### src/rtl/sm64_pkg.sv
`timescale 1ns / 1ps
// ----------------------------------------------------------------------------
// sm64_pkg: shared types and constants for the SplitMix64 generator
// Mixing constants, request classes, queue entry and sequencer state types.
// ----------------------------------------------------------------------------
package sm64_pkg;

   // Golden-ratio increment and the two mixing multipliers
   localparam logic [63:0] GOLDEN_INC = 64'h9e3779b97f4a7c15;
   localparam logic [63:0] MIX_MUL_A  = 64'hbf58476d1ce4e5b9;
   localparam logic [63:0] MIX_MUL_B  = 64'h94d049bb133111eb;

   // Fraction mode drops the low 12 bits of the word
   localparam int unsigned FRAC_SHIFT = 12;

   // Request opcodes; opcode 3 behaves as raw
   localparam logic [1:0] OPC_RAW   = 2'd0;
   localparam logic [1:0] OPC_FRAC  = 2'd1;
   localparam logic [1:0] OPC_BOUND = 2'd2;

   // Job queue between front and back
   localparam int unsigned QUEUE_DEPTH = 2;
   localparam int unsigned QPTR_W      = $clog2(QUEUE_DEPTH);
   localparam int unsigned QCNT_W      = $clog2(QUEUE_DEPTH + 1);

   // 64-bit product built from three 32x32 partial products
   localparam logic [1:0] MUL_PH_LO    = 2'd0;
   localparam logic [1:0] MUL_PH_CROSS = 2'd1;
   localparam logic [1:0] MUL_PH_LAST  = 2'd2;

   // Remainder takes one radix-2 step per cycle
   localparam int unsigned DIV_STEPS = 64;
   localparam int unsigned DIV_CNT_W = $clog2(DIV_STEPS);

   // What the back end has to do with a request
   typedef enum logic [1:0] {
      KIND_RAW,
      KIND_FRAC,
      KIND_BOUND,
      KIND_ZERO
   } sm64_kind_type;

   typedef struct packed {
      sm64_kind_type kind;
      logic [63:0]   low_bound;
      logic [63:0]   range;
   } sm64_job_type;

   // Queue head as seen by the back end
   typedef struct packed {
      logic         valid;
      sm64_job_type job;
   } sm64_qhead_type;

   typedef enum logic [3:0] {
      ST_IDLE,
      ST_DRAW,
      ST_MULA,
      ST_XS27,
      ST_MULB,
      ST_XS31,
      ST_DIV,
      ST_CHECK,
      ST_DONE
   } sm64_state_type;

endpackage

### src/rtl/sm64_front.sv
`timescale 1ns / 1ps
// ----------------------------------------------------------------------------
// sm64_front: request intake and classification
// Works out the bounded range and sorts each request into a job class.
// ----------------------------------------------------------------------------
module sm64_front (
   input  logic                  reset,
   input  logic                  req_valid,
   output logic                  req_ready,
   input  logic [1:0]            req_opcode,
   input  logic [63:0]           req_low_bound,
   input  logic [63:0]           req_high_bound,
   input  logic                  q_full,
   output logic                  push,
   output sm64_pkg::sm64_job_type push_job
);

   logic [63:0] range;

   // Range wraps mod 2^64; a zero range is answered without a draw
   always_comb begin
      range              = req_high_bound - req_low_bound;
      push_job.low_bound = req_low_bound;
      push_job.range     = range;
      case (req_opcode)
         sm64_pkg::OPC_FRAC: begin
            push_job.kind = sm64_pkg::KIND_FRAC;
         end
         sm64_pkg::OPC_BOUND: begin
            push_job.kind = (range == 64'd0) ? sm64_pkg::KIND_ZERO
                                             : sm64_pkg::KIND_BOUND;
         end
         default: begin
            push_job.kind = sm64_pkg::KIND_RAW;
         end
      endcase
   end

   // Take a transfer whenever the queue has room and reset is low
   assign req_ready = !q_full && !reset;
   assign push      = req_valid && req_ready;

endmodule

### src/rtl/sm64_queue.sv
`timescale 1ns / 1ps
// ----------------------------------------------------------------------------
// sm64_queue: job queue between front and back
// Small circular FIFO so that intake and generation stall independently.
// ----------------------------------------------------------------------------
module sm64_queue (
   input  logic                    clock,
   input  logic                    reset,
   input  logic                    push,
   input  sm64_pkg::sm64_job_type  push_job,
   output logic                    full,
   input  logic                    pop,
   output sm64_pkg::sm64_qhead_type head
);

   sm64_pkg::sm64_job_type              entries_ff [sm64_pkg::QUEUE_DEPTH];
   logic [sm64_pkg::QPTR_W-1:0]         wr_ptr_ff, wr_ptr_in;
   logic [sm64_pkg::QPTR_W-1:0]         rd_ptr_ff, rd_ptr_in;
   logic [sm64_pkg::QCNT_W-1:0]         count_ff, count_in;

   // Pointer and fill count update
   always_comb begin
      wr_ptr_in = wr_ptr_ff;
      rd_ptr_in = rd_ptr_ff;
      count_in  = count_ff;
      if (push) begin
         wr_ptr_in = (wr_ptr_ff == sm64_pkg::QPTR_W'(sm64_pkg::QUEUE_DEPTH - 1))
                     ? '0 : wr_ptr_ff + 1'b1;
      end
      if (pop) begin
         rd_ptr_in = (rd_ptr_ff == sm64_pkg::QPTR_W'(sm64_pkg::QUEUE_DEPTH - 1))
                     ? '0 : rd_ptr_ff + 1'b1;
      end
      if (push && !pop) begin
         count_in = count_ff + 1'b1;
      end else if (pop && !push) begin
         count_in = count_ff - 1'b1;
      end
   end

   always_ff @(posedge clock) begin
      if (reset) begin
         wr_ptr_ff <= '0;
         rd_ptr_ff <= '0;
         count_ff  <= '0;
      end else begin
         wr_ptr_ff <= wr_ptr_in;
         rd_ptr_ff <= rd_ptr_in;
         count_ff  <= count_in;
      end
   end

   // Entry storage, no reset needed
   always_ff @(posedge clock) begin
      if (push) begin
         entries_ff[wr_ptr_ff] <= push_job;
      end
   end

   assign full       = (count_ff == sm64_pkg::QCNT_W'(sm64_pkg::QUEUE_DEPTH));
   assign head.valid = (count_ff != '0);
   assign head.job   = entries_ff[rd_ptr_ff];

endmodule

### src/rtl/sm64_back.sv
`timescale 1ns / 1ps
// ----------------------------------------------------------------------------
// sm64_back: word generation, reduction and result register
// Sequencer around one 32x32 multiplier and a radix-2 remainder unit.
// ----------------------------------------------------------------------------
module sm64_back (
   input  logic                     clock,
   input  logic                     reset,
   input  logic                     csr_write,
   input  logic [63:0]              csr_data,
   input  sm64_pkg::sm64_qhead_type head,
   output logic                     pop,
   output logic                     rsp_valid,
   input  logic                     rsp_ready,
   output logic [63:0]              rsp_value,
   output logic                     rsp_range_error
);

   sm64_pkg::sm64_state_type        state_ff, state_in;
   sm64_pkg::sm64_job_type          job_ff, job_in;
   logic [63:0]                     cnt_ff, cnt_in;
   logic [63:0]                     z_ff, z_in;
   logic [63:0]                     acc_ff, acc_in;
   logic [1:0]                      mul_ph_ff, mul_ph_in;
   logic [63:0]                     dvd_ff, dvd_in;
   logic [63:0]                     rem_ff, rem_in;
   logic [sm64_pkg::DIV_CNT_W-1:0]  div_cnt_ff, div_cnt_in;
   logic [63:0]                     res_value_ff, res_value_in;
   logic                            res_err_ff, res_err_in;
   logic                            rsp_valid_ff, rsp_valid_in;
   logic [63:0]                     rsp_value_ff, rsp_value_in;
   logic                            rsp_err_ff, rsp_err_in;

   logic [63:0] sum;
   logic [63:0] mul_k;
   logic [31:0] mul_a, mul_b;
   logic [63:0] prod;
   logic [63:0] word;
   logic [64:0] rem_sh;
   logic [64:0] rem_diff;
   logic        reject;

   // Next state and datapath
   always_comb begin
      state_in     = state_ff;
      job_in       = job_ff;
      cnt_in       = cnt_ff;
      z_in         = z_ff;
      acc_in       = acc_ff;
      mul_ph_in    = mul_ph_ff;
      dvd_in       = dvd_ff;
      rem_in       = rem_ff;
      div_cnt_in   = div_cnt_ff;
      res_value_in = res_value_ff;
      res_err_in   = res_err_ff;
      rsp_value_in = rsp_value_ff;
      rsp_err_in   = rsp_err_ff;
      rsp_valid_in = rsp_valid_ff && !rsp_ready;
      pop          = 1'b0;

      // Counter advance; the first xor-shift follows in the draw state
      sum = cnt_ff + sm64_pkg::GOLDEN_INC;

      // Shared multiplier: low, cross and high-by-low partial products
      mul_k = (state_ff == sm64_pkg::ST_MULA) ? sm64_pkg::MIX_MUL_A
                                              : sm64_pkg::MIX_MUL_B;
      case (mul_ph_ff)
         sm64_pkg::MUL_PH_LO: begin
            mul_a = z_ff[31:0];
            mul_b = mul_k[31:0];
         end
         sm64_pkg::MUL_PH_CROSS: begin
            mul_a = z_ff[31:0];
            mul_b = mul_k[63:32];
         end
         default: begin
            mul_a = z_ff[63:32];
            mul_b = mul_k[31:0];
         end
      endcase
      prod = mul_a * mul_b;

      // Final xor-shift gives the word
      word = z_ff ^ (z_ff >> 31);

      // One restoring remainder step
      rem_sh   = {rem_ff, dvd_ff[63]};
      rem_diff = rem_sh - {1'b0, job_ff.range};

      // Redraw while the block of range values starting at w - r passes 2^64
      reject = (z_ff - rem_ff) > (64'd0 - job_ff.range);

      case (state_ff)
         sm64_pkg::ST_IDLE: begin
            if (head.valid) begin
               pop    = 1'b1;
               job_in = head.job;
               if (head.job.kind == sm64_pkg::KIND_ZERO) begin
                  res_value_in = head.job.low_bound;
                  res_err_in   = 1'b1;
                  state_in     = sm64_pkg::ST_DONE;
               end else begin
                  state_in = sm64_pkg::ST_DRAW;
               end
            end
         end
         sm64_pkg::ST_DRAW: begin
            cnt_in    = sum;
            z_in      = sum ^ (sum >> 30);
            mul_ph_in = sm64_pkg::MUL_PH_LO;
            state_in  = sm64_pkg::ST_MULA;
         end
         sm64_pkg::ST_MULA, sm64_pkg::ST_MULB: begin
            if (mul_ph_ff == sm64_pkg::MUL_PH_LO) begin
               acc_in    = prod;
               mul_ph_in = sm64_pkg::MUL_PH_CROSS;
            end else begin
               acc_in = {acc_ff[63:32] + prod[31:0], acc_ff[31:0]};
               if (mul_ph_ff == sm64_pkg::MUL_PH_LAST) begin
                  z_in     = acc_in;
                  state_in = (state_ff == sm64_pkg::ST_MULA) ? sm64_pkg::ST_XS27
                                                             : sm64_pkg::ST_XS31;
               end else begin
                  mul_ph_in = sm64_pkg::MUL_PH_LAST;
               end
            end
         end
         sm64_pkg::ST_XS27: begin
            z_in      = z_ff ^ (z_ff >> 27);
            mul_ph_in = sm64_pkg::MUL_PH_LO;
            state_in  = sm64_pkg::ST_MULB;
         end
         sm64_pkg::ST_XS31: begin
            z_in       = word;
            res_err_in = 1'b0;
            case (job_ff.kind)
               sm64_pkg::KIND_BOUND: begin
                  dvd_in     = word;
                  rem_in     = '0;
                  div_cnt_in = sm64_pkg::DIV_CNT_W'(sm64_pkg::DIV_STEPS - 1);
                  state_in   = sm64_pkg::ST_DIV;
               end
               sm64_pkg::KIND_FRAC: begin
                  res_value_in = word >> sm64_pkg::FRAC_SHIFT;
                  state_in     = sm64_pkg::ST_DONE;
               end
               default: begin
                  res_value_in = word;
                  state_in     = sm64_pkg::ST_DONE;
               end
            endcase
         end
         sm64_pkg::ST_DIV: begin
            rem_in     = rem_diff[64] ? rem_sh[63:0] : rem_diff[63:0];
            dvd_in     = {dvd_ff[62:0], 1'b0};
            div_cnt_in = div_cnt_ff - 1'b1;
            if (div_cnt_ff == '0) begin
               state_in = sm64_pkg::ST_CHECK;
            end
         end
         sm64_pkg::ST_CHECK: begin
            if (reject) begin
               state_in = sm64_pkg::ST_DRAW;
            end else begin
               res_value_in = rem_ff + job_ff.low_bound;
               res_err_in   = 1'b0;
               state_in     = sm64_pkg::ST_DONE;
            end
         end
         sm64_pkg::ST_DONE: begin
            if (!rsp_valid_ff || rsp_ready) begin
               rsp_valid_in = 1'b1;
               rsp_value_in = res_value_ff;
               rsp_err_in   = res_err_ff;
               state_in     = sm64_pkg::ST_IDLE;
            end
         end
         default: begin
            state_in = sm64_pkg::ST_IDLE;
         end
      endcase

      // Seed write reloads the counter
      if (csr_write) begin
         cnt_in = csr_data;
      end
   end

   // Control state
   always_ff @(posedge clock) begin
      if (reset) begin
         state_ff     <= sm64_pkg::ST_IDLE;
         cnt_ff       <= '0;
         rsp_valid_ff <= 1'b0;
      end else begin
         state_ff     <= state_in;
         cnt_ff       <= cnt_in;
         rsp_valid_ff <= rsp_valid_in;
      end
   end

   // Datapath registers
   always_ff @(posedge clock) begin
      job_ff       <= job_in;
      z_ff         <= z_in;
      acc_ff       <= acc_in;
      mul_ph_ff    <= mul_ph_in;
      dvd_ff       <= dvd_in;
      rem_ff       <= rem_in;
      div_cnt_ff   <= div_cnt_in;
      res_value_ff <= res_value_in;
      res_err_ff   <= res_err_in;
      rsp_value_ff <= rsp_value_in;
      rsp_err_ff   <= rsp_err_in;
   end

   assign rsp_valid       = rsp_valid_ff;
   assign rsp_value       = rsp_value_ff;
   assign rsp_range_error = rsp_err_ff;

endmodule

### src/rtl/splitmix64_bounded_generator_top.sv
`timescale 1ns / 1ps
// ----------------------------------------------------------------------------
// splitmix64_bounded_generator_top: SplitMix64 generator with bounded mode
// Raw word, 52-bit fraction or integer in [low, high) per request.
// ----------------------------------------------------------------------------
// Channel   Direction  Transfer carries
// req_      in         opcode, low_bound, high_bound
// rsp_      out        value, range_error
// csr_      in         seed (also reloads the counter)
//
// Raw and fraction requests pass through the back end as a counter add,
// two multiplies of three partial products each on one 32x32 multiplier
// and three xor-shifts. Bounded requests add 64 remainder steps and a
// check; a rejected word is drawn again. A zero range skips the draw.
// A two-entry queue lets requests be taken while the back end is busy;
// the result register holds a stalled response while the next is generated.
// Reset is synchronous and clears the counter to zero.
// ----------------------------------------------------------------------------
module splitmix64_bounded_generator_top (
   input  logic        clock,
   input  logic        reset,
   input  logic        req_valid,
   output logic        req_ready,
   input  logic [1:0]  req_opcode,
   input  logic [63:0] req_low_bound,
   input  logic [63:0] req_high_bound,
   output logic        rsp_valid,
   input  logic        rsp_ready,
   output logic [63:0] rsp_value,
   output logic        rsp_range_error,
   input  logic        csr_valid,
   output logic        csr_ready,
   input  logic [63:0] csr_data
);

   logic                      q_full;
   logic                      push;
   sm64_pkg::sm64_job_type    push_job;
   logic                      pop;
   sm64_pkg::sm64_qhead_type  head;
   logic                      csr_write;

   // Seed writes are always taken outside reset
   assign csr_ready = !reset;
   assign csr_write = csr_valid && csr_ready;

   sm64_front u_front (
      .reset          (reset),
      .req_valid      (req_valid),
      .req_ready      (req_ready),
      .req_opcode     (req_opcode),
      .req_low_bound  (req_low_bound),
      .req_high_bound (req_high_bound),
      .q_full         (q_full),
      .push           (push),
      .push_job       (push_job)
   );

   sm64_queue u_queue (
      .clock    (clock),
      .reset    (reset),
      .push     (push),
      .push_job (push_job),
      .full     (q_full),
      .pop      (pop),
      .head     (head)
   );

   sm64_back u_back (
      .clock           (clock),
      .reset           (reset),
      .csr_write       (csr_write),
      .csr_data        (csr_data),
      .head            (head),
      .pop             (pop),
      .rsp_valid       (rsp_valid),
      .rsp_ready       (rsp_ready),
      .rsp_value       (rsp_value),
      .rsp_range_error (rsp_range_error)
   );

endmodule

### config.mk
export PLATFORM = sky130hd
export DESIGN_NAME = splitmix64_bounded_generator_top
export DESIGN_NICKNAME = d
export VERILOG_FILES = /design/src/rtl/sm64_pkg.sv /design/src/rtl/sm64_front.sv /design/src/rtl/sm64_queue.sv /design/src/rtl/sm64_back.sv /design/src/rtl/splitmix64_bounded_generator_top.sv
export SDC_FILE = /design/constraint.sdc
export NUM_CORES = 2
export LEC_CHECK = 0
export ABC_CLOCK_PERIOD_IN_PS = 10710
export BUFFER_PORTS_ARGS = -buffer_cell sky130_fd_sc_hd__buf_2
export CORE_MARGIN = 3
export CORE_UTILIZATION = 29
export CTS_CLUSTER_DIAMETER = 150
export DETAILED_ROUTE_END_ITERATION = 8
export PLACE_DENSITY = 0.56
export SLEW_MARGIN = 5
export SYNTH_ARGS = -nofsm -noshare
export SYNTH_HDL_FRONTEND = slang
export SYNTH_SLANG_ARGS = --single-unit
### constraint.sdc
create_clock -name clock -period 10.71 [get_ports clock]
set_input_delay 1.071 -clock clock [delete_from_list [all_inputs] [get_ports clock]]
set_output_delay 1.071 -clock clock [all_outputs]
set_load 0.02 [all_outputs]
# Word-level counts from Yosys, hierarchy flattened
# Memories as Yosys holds them, arrays and structs flattened. A register that Yosys moved wholly into a read port is not among the register bits.
# Cells that the tools add are included.
[classes] addsub=12 n_reduce_logical=36 n_bitwise=3 magnitude_cmp=1 multipliers=1 n_mux=52 eq_ne=26
[ops] op="$mux 64" count=11
[ops] op="$pmux 64 s2" count=3
[ops] op="$pmux 64 s4" count=1
[ops] op="$pmux 64 s3" count=1
[ops] op="$sub 64x64->64" count=2
[ops] op="$sub 65x64->65" count=1
[ops] op="$add 64x64->64" count=1
[ops] op="$add 64x64->64 const B" count=1
[ops] op="$gt 64x64->1" count=1
[ops] op="$logic_not 64->1" count=1
[ops] op="$mul 32x32->64" count=1
[ops] op="$mux 32" count=2
[ops] op="$sub 1x64->64 const A" count=1
[ops] op="$xor 64x33->64" count=1
[ops] op="$xor 64x34->64" count=1
[ops] op="$xor 64x37->64" count=1
[ops] op="$mux 62" count=1
[ops] op="$add 32x32->32" count=1
[ops] op="$mux 4" count=8
[ops] op="$pmux 4 s8" count=1
[ops] op="$eq 4x3->1 const B" count=4
[ops] op="$mux 1" count=14
[ops] op="$pmux 6 s2" count=1
[ops] op="$eq 2x2->1 const B" count=5
[ops] op="30 further kinds" count=66
[totals] mem_count=1 mem_bits_rw=260 ff_bits=597 out_inout_bits=68 in_bits=199
[mem_list] name="u_queue.entries_ff" words=2 word_bits=130 read_ports=1 rd_ports_with_merged_regs=1 wr=1 line_no="sm64_queue.sv:16" text="sm64_pkg::sm64_job_type entries_ff [sm64_pkg::QUEUE_DEPTH];"

# Depth between registers and ports, before layout
[logic_depth] ltp_word=8 ltp_mapped=43 mapped_depth_nobuf=41

# Hierarchy
# A second synthesis with hierarchy kept.
[hier_totals] hier_cells=8948 area_unflattened_um2=86459.2
[by_module_without_submodules] module="sm64_back" area_per_inst_um2=71426.0 cells_per_inst=7661 instances=1
[by_module_without_submodules] module="sm64_queue" area_per_inst_um2=9614.2 cells_per_inst=426 instances=1
[by_module_without_submodules] module="sm64_front" area_per_inst_um2=5408.9 cells_per_inst=859 instances=1
[by_module_without_submodules] module="splitmix64_bounded_generator_top" area_per_inst_um2=10.0 cells_per_inst=2 instances=1

# Worst setup path before layout
# No wires, ideal clock.
[synth_timing] path_type="register to register" start="reg u_back.rem_ff[1]" end="reg u_back.res_value_ff[0] (enable)" required_time_ps=10143 path_buffers=0 period_less_slack_ps=9926 arrival_time_ps=9359 path_stages_with_launch=29 path_slack_ps=784 path_cell_list="edfxtp_1 -> inv_1 -> ha_1 -> nor2b_1 -> o31a_1 -> o311ai_0 -> a21oi_1 -> o21ai_0 -> a211oi_1 -> o21ai_0 -> o21ai_1 -> o21ai_0 -> o21ai_0 -> or3_1 -> nor4_1 -> a211oi_1 -> ha_1 -> a21o_1 -> a21oi_1 -> nor2b_1 -> o21ai_0 -> nand2b_1 -> a21oi_1 -> nor2b_1 -> o21ai_0 -> o211ai_1 -> a41oi_1 -> o2bb2ai_1 -> nor3_1"
[synth_via] elab_chain_cells=4
[synth_rtl] element="start: declaration" line_no="sm64_back.sv:26" text="logic [63:0] rem_ff, rem_in;"
[synth_rtl] element="start signal: assignment" line_no="sm64_back.sv:209" text="rem_ff <= rem_in;"
[synth_rtl] element="$sub 64x64->64" line_no="sm64_back.sv:91" text="reject = (z_ff - rem_ff) > (64'd0 - job_ff.range);"
[synth_rtl] element="$gt 64x64->1" line_no="sm64_back.sv:91"
[synth_rtl] element="$ne 2x2->1 (no line)"
[synth_rtl] element="$reduce_and 5->1 (no line)"
[synth_rtl] element="end signal: assignment" line_no="sm64_back.sv:211" text="res_value_ff <= res_value_in;"
[synth_rtl] element="end: declaration" line_no="sm64_back.sv:28" text="logic [63:0] res_value_ff, res_value_in;"
# Every way passes these cells.
# A chain may end at the register's enable or synchronous reset.

# Final worst setup path
[layout_timing] start="reg u_back.state_ff[0]" end="reg u_back.acc_ff[60] (data pin)"
[layout_via] elab_chain_cells=6
[layout_rtl] element="start: declaration" line_no="sm64_back.sv:19" text="sm64_pkg::sm64_state_type state_ff, state_in;"
[layout_rtl] element="start signal: assignment" line_no="sm64_back.sv:192" text="state_ff <= sm64_pkg::ST_IDLE;"
[layout_rtl] element="start signal: assignment" line_no="sm64_back.sv:196" text="state_ff <= state_in;"
[layout_rtl] element="$eq 4x2->1" line_no="sm64_back.sv:65" text="mul_k = (state_ff == sm64_pkg::ST_MULA) ? sm64_pkg::MIX_MUL_A"
[layout_rtl] element="$mux 62" line_no="sm64_back.sv:65"
[layout_rtl] element="$mux 32" line_no="sm64_back.sv:67" text="case (mul_ph_ff)"
[layout_rtl] element="$mul 32x32->64" line_no="sm64_back.sv:81" text="prod = mul_a * mul_b;"
[layout_rtl] element="named net u_back.prod[15]" line_no="sm64_back.sv:37" text="logic [63:0] prod;"
[layout_rtl] element="$add 32x32->32" line_no="sm64_back.sv:118" text="acc_in = {acc_ff[63:32] + prod[31:0], acc_ff[31:0]};"
[layout_rtl] element="$mux 64" line_no="sm64_back.sv:114" text="if (mul_ph_ff == sm64_pkg::MUL_PH_LO) begin"
[layout_rtl] element="end signal: assignment" line_no="sm64_back.sv:206" text="acc_ff <= acc_in;"
[layout_rtl] element="end: declaration" line_no="sm64_back.sv:23" text="logic [63:0] acc_ff, acc_in;"
# The timed path passes the listed nets, and every way through them passes these cells.

==> key figures <==
Floorplan
  – Die height: roughly 540 um
  – CORE AREA: around 290000 um^2
  – Floorplan row count: between 150 and 200
  – Num ports: 267
  – Die width: 544 um
  – Initial core utilization: 29.2%
  – Die ar.: 296000 um^2

GRT
  – Tot GR Track Use: 23.3%
  – First-pass GRT wire length: 500000 um
  – Initial antenna violation count: 31
  – GRT overflow: 0
  – Largest net degree at the start of global routing: approximately 110
  – Vias in the first global route: about 68000

Final layout
  – Commonest cells after routing, fill and taps aside: 1208 x inv_1, 825 x fa_1, 784 x edfxtp_1
  – Area of the multi-input gates: between 50000 and 60000 um^2
  – Final-layout fill cell count: 29500
  – Finished Cell Area: ~97000 um^2
  – Area grow syn2layout: 15.3%
  – Share of cells above drive strength 1: a little over an eighth
  – Most common cell after layout, fill and taps aside: inv_1
  – Final Net Count: roughly 11000
  – Sequential cell area: 25000 um^2

Route
  – DRC: 0
  – DRT antenna net count: 0
  – Met2 wire length: between 150000 and 200000 um
  – Total Wirelength: approximately 350000 um
  – Drt via density: roughly 5.2
  – Starting DRT DRC Count: between 7000 and 8000
  – Max layer used: met5
  – Drt pass-1 iters: 6
  – Metal3 WL: approximately 27000 um
  – Metal-1 WL: ~160000 um
  – WL/cell: between 20 and 30 um
  – Via count: between 60000 and 70000

Placement
  – Port Buf Inserts: 266
  – Placed Area: 93300 um^2
  – Detailed Place HPWL: a little under 300000 um
  – Placer Congestion: between 1 and 1.5

Critical path
  – Crit Path Category: reg2reg
  – Kind of end point of the critical path: flip-flop
  – R2R depth: 43
  – Startpoint types: flip-flop
  – CP endpoint: u_back.acc_ff[60]
  – Crit-path max cell delay: ~0.66 ns
  – RR Startpoint: u_back.state_ff[0]
  – Critical-path top delay cell: fa_1
  – Worst setup path startpoint: u_back.state_ff[0]
  – CP max FO: 8
  – Crit path required time: approximately 11 ns
  – WP data arrival: around 11 ns
  – Worst r2r dst: u_back.acc_ff[60]
  – Cell repeated most along the worst path: fa_1
  – R2R setup slack: around 0.48 ns

CTS
  – Worst-skew pair later-pin latency: between 0.7 and 0.8 ns
  – Total CTS buffers: approximately 100
  – CTS clk-pin slew, worst paths: approximately 0.060 ns
  – Sink Count: roughly 860
  – Buffer depth of the longest clock path: 3
  – CTS tree: built
  – Htree depth: 3
  – Clk root buf: clkbuf_16

Synthesis
  – Average cell area after synthesis: just under 10 um^2
  – Yosys warns: 0
  – Yosys cell types: ~110
  – Register area share after synthesis: between 20% and 30%
  – Synth area leader: edfxtp_1
  – Post-synthesis cell area: 84000 um^2
  – Top cell type's share of synthesized area: ~28%
  – Ys async rst share: 0%
  – Synth area leaders: edfxtp_1 28%, fa_1 20%, ha_1 10%
  – Post-Synthesis Cells: approximately 8500
  – Top_reg_cell synth: edfxtp_1
  – Post-synth EDFFs: 784
  – Seq cells post-synth: 858

STA
  – Worst hold slack: ~0.42 ns
  – Max Fclk: a little under 100 MHz
  – Final Hold Fails: 0
  – Tcrit/Tclk final: a little over nine tenths
  – Fin. max-slew vios: 0
  – Clock Skews: approximately 0.050 ns
  – Tightest Pin Transition: around 1.2 ns
  – Final period demand of the worst path: between 10 and 15 ns
  – Setup violators final: 0
  – Relative slew slack: 16.3%

Job
  – Max-Cap Viols: 0

Outcome
  – Status: complete, no violations

Worst hold path
  – HP Class: reg2reg
through the flow:
step	cells	TNS, ns	worst slack, ns	utilization [%]
5_1_grt	13000	-0.0151	-0.00795	33.6
3_5_place_dp	12800	0	0.632	32.4
3_3_place_gp	12800	0	0.578	32.4
6_report	13000	0	0.477	33.6
4_1_cts	13000	0	0.537	33.6
2_1_floorplan	8516	0	0.784	-
worst max-delay path: cells and delay by family (launching register included):
kind / cells / cell delay, ns
XOR/XNOR: 2 / 0.52
buffers and inverters: 10 / 1.24
adder cells (fa/ha/maj): 10 / 4.27
AO/OA/AOI/OAI: 11 / 1.81
flip-flops: 1 / 0.38
AND/OR/NAND/NOR: 10 / 1.72
Yosys cell counts, types with 10 or more instances:
| cell | number |
|---|---|
| a21o_1 | 234 |
| or3_1 | 61 |
| a21boi_0 | 13 |
| xnor2_1 | 363 |
| a41oi_1 | 15 |
| nand2b_1 | 45 |
| o221ai_1 | 44 |
| xor2_1 | 193 |
| a221oi_1 | 19 |
| a31oi_1 | 43 |
| nand4_1 | 83 |
| nor2b_1 | 63 |
| or2_2 | 23 |
| o31ai_1 | 15 |
| o21ai_0 | 342 |
| o21ai_1 | 10 |
| a22oi_1 | 41 |
| edfxtp_1 | 784 |
| o22ai_1 | 36 |
| nor2_1 | 732 |
| mux2_2 | 146 |
| buf_1 | 35 |
| o21bai_1 | 46 |
| nand2_1 | 592 |
| o21a_1 | 61 |
| nor4_1 | 26 |
| o31a_1 | 14 |
| and3_1 | 44 |
| nor3_1 | 112 |
| a211oi_1 | 66 |
| nand3_1 | 102 |
| or4_1 | 16 |
| a21oi_1 | 610 |
| clkbuf_1 | 292 |
| inv_1 | 1209 |
| and4_1 | 13 |
| fa_1 | 826 |
| mux2i_1 | 83 |
| ha_1 | 684 |
| and2_1 | 44 |
| o211ai_1 | 25 |
| a221o_1 | 41 |
| dfxtp_1 | 74 |
routing by layer:
layer,GRT usage [%],vias to the layer above
met2,36.0,2933
li1,-,30400
met5,0,-
met4,6.98,10
met1,33.2,34200
met3,4.14,435
flip-flops by register name, summed over array words and instances, names as in the netlist, named ones only:
signal and cells:
u_back.acc_ff 64, u_back.cnt_ff 64, u_back.div_cnt_ff 6, u_back.dvd_ff 64, u_back.job_ff 130, u_back.mul_ph_ff 2, u_back.rem_ff 64, u_back.res_err_ff 1
u_back.res_value_ff 64, u_back.rsp_range_error 1, u_back.rsp_valid 1, u_back.rsp_value 64, u_back.state_ff 4, u_back.z_ff 64, u_queue.count_ff 2, u_queue.entries_ff 260
u_queue.rd_ptr_ff 1, u_queue.wr_ptr_ff 1
cell families after synthesis:
group                    after synthesis  synth area share (%)
adder cells (fa/ha/maj)             1510                  29.9
XOR/XNOR                             556                  5.80
flip-flops                           858                  29.8
AND/OR/NAND/NOR                     2007                  10.9
other                                  2               0.00894
multiplexers                         230                  2.96
buffers and inverters               1556                  7.02
AO/OA/AOI/OAI                       1796                  13.6
timing repair:
action / CTS / global route
endpoints found under the setup margin: 0 / 3
gates resized for setup: 0 / 1
buffers inserted: 0 / 1
hold buffers: 0 / 0
cell type report:
cell class              instances  area share (%)
multi-input cells            6102            54.9
flip-flops and latches        858            25.8
repair buffers                848            5.99
well taps                    3781            4.88
inverters                    1214            4.71
clock buffers                 128            2.84
clock inverters                63           0.799
diodes                         10          0.0258
worst min path at each step:
stage                                  startpoint                     end  slack [ns]  cells past startpoint
after floorplan                 u_back.res_err_ff  u_back.rsp_range_error        0.40                      0
after global placement    u_back.res_value_ff[44]    u_back.rsp_value[44]        0.40                      0
after detailed placement  u_back.res_value_ff[44]    u_back.rsp_value[44]        0.41                      0
after CTS                 u_back.res_value_ff[44]    u_back.rsp_value[44]        0.42                      0
after global routing      u_back.res_value_ff[51]    u_back.rsp_value[51]        0.44                      0
final                      u_back.res_value_ff[7]     u_back.rsp_value[7]        0.42                      0
Power is not shown: default switching activity piles up to over one toggle a cycle in this logic, so the estimate is an artifact.
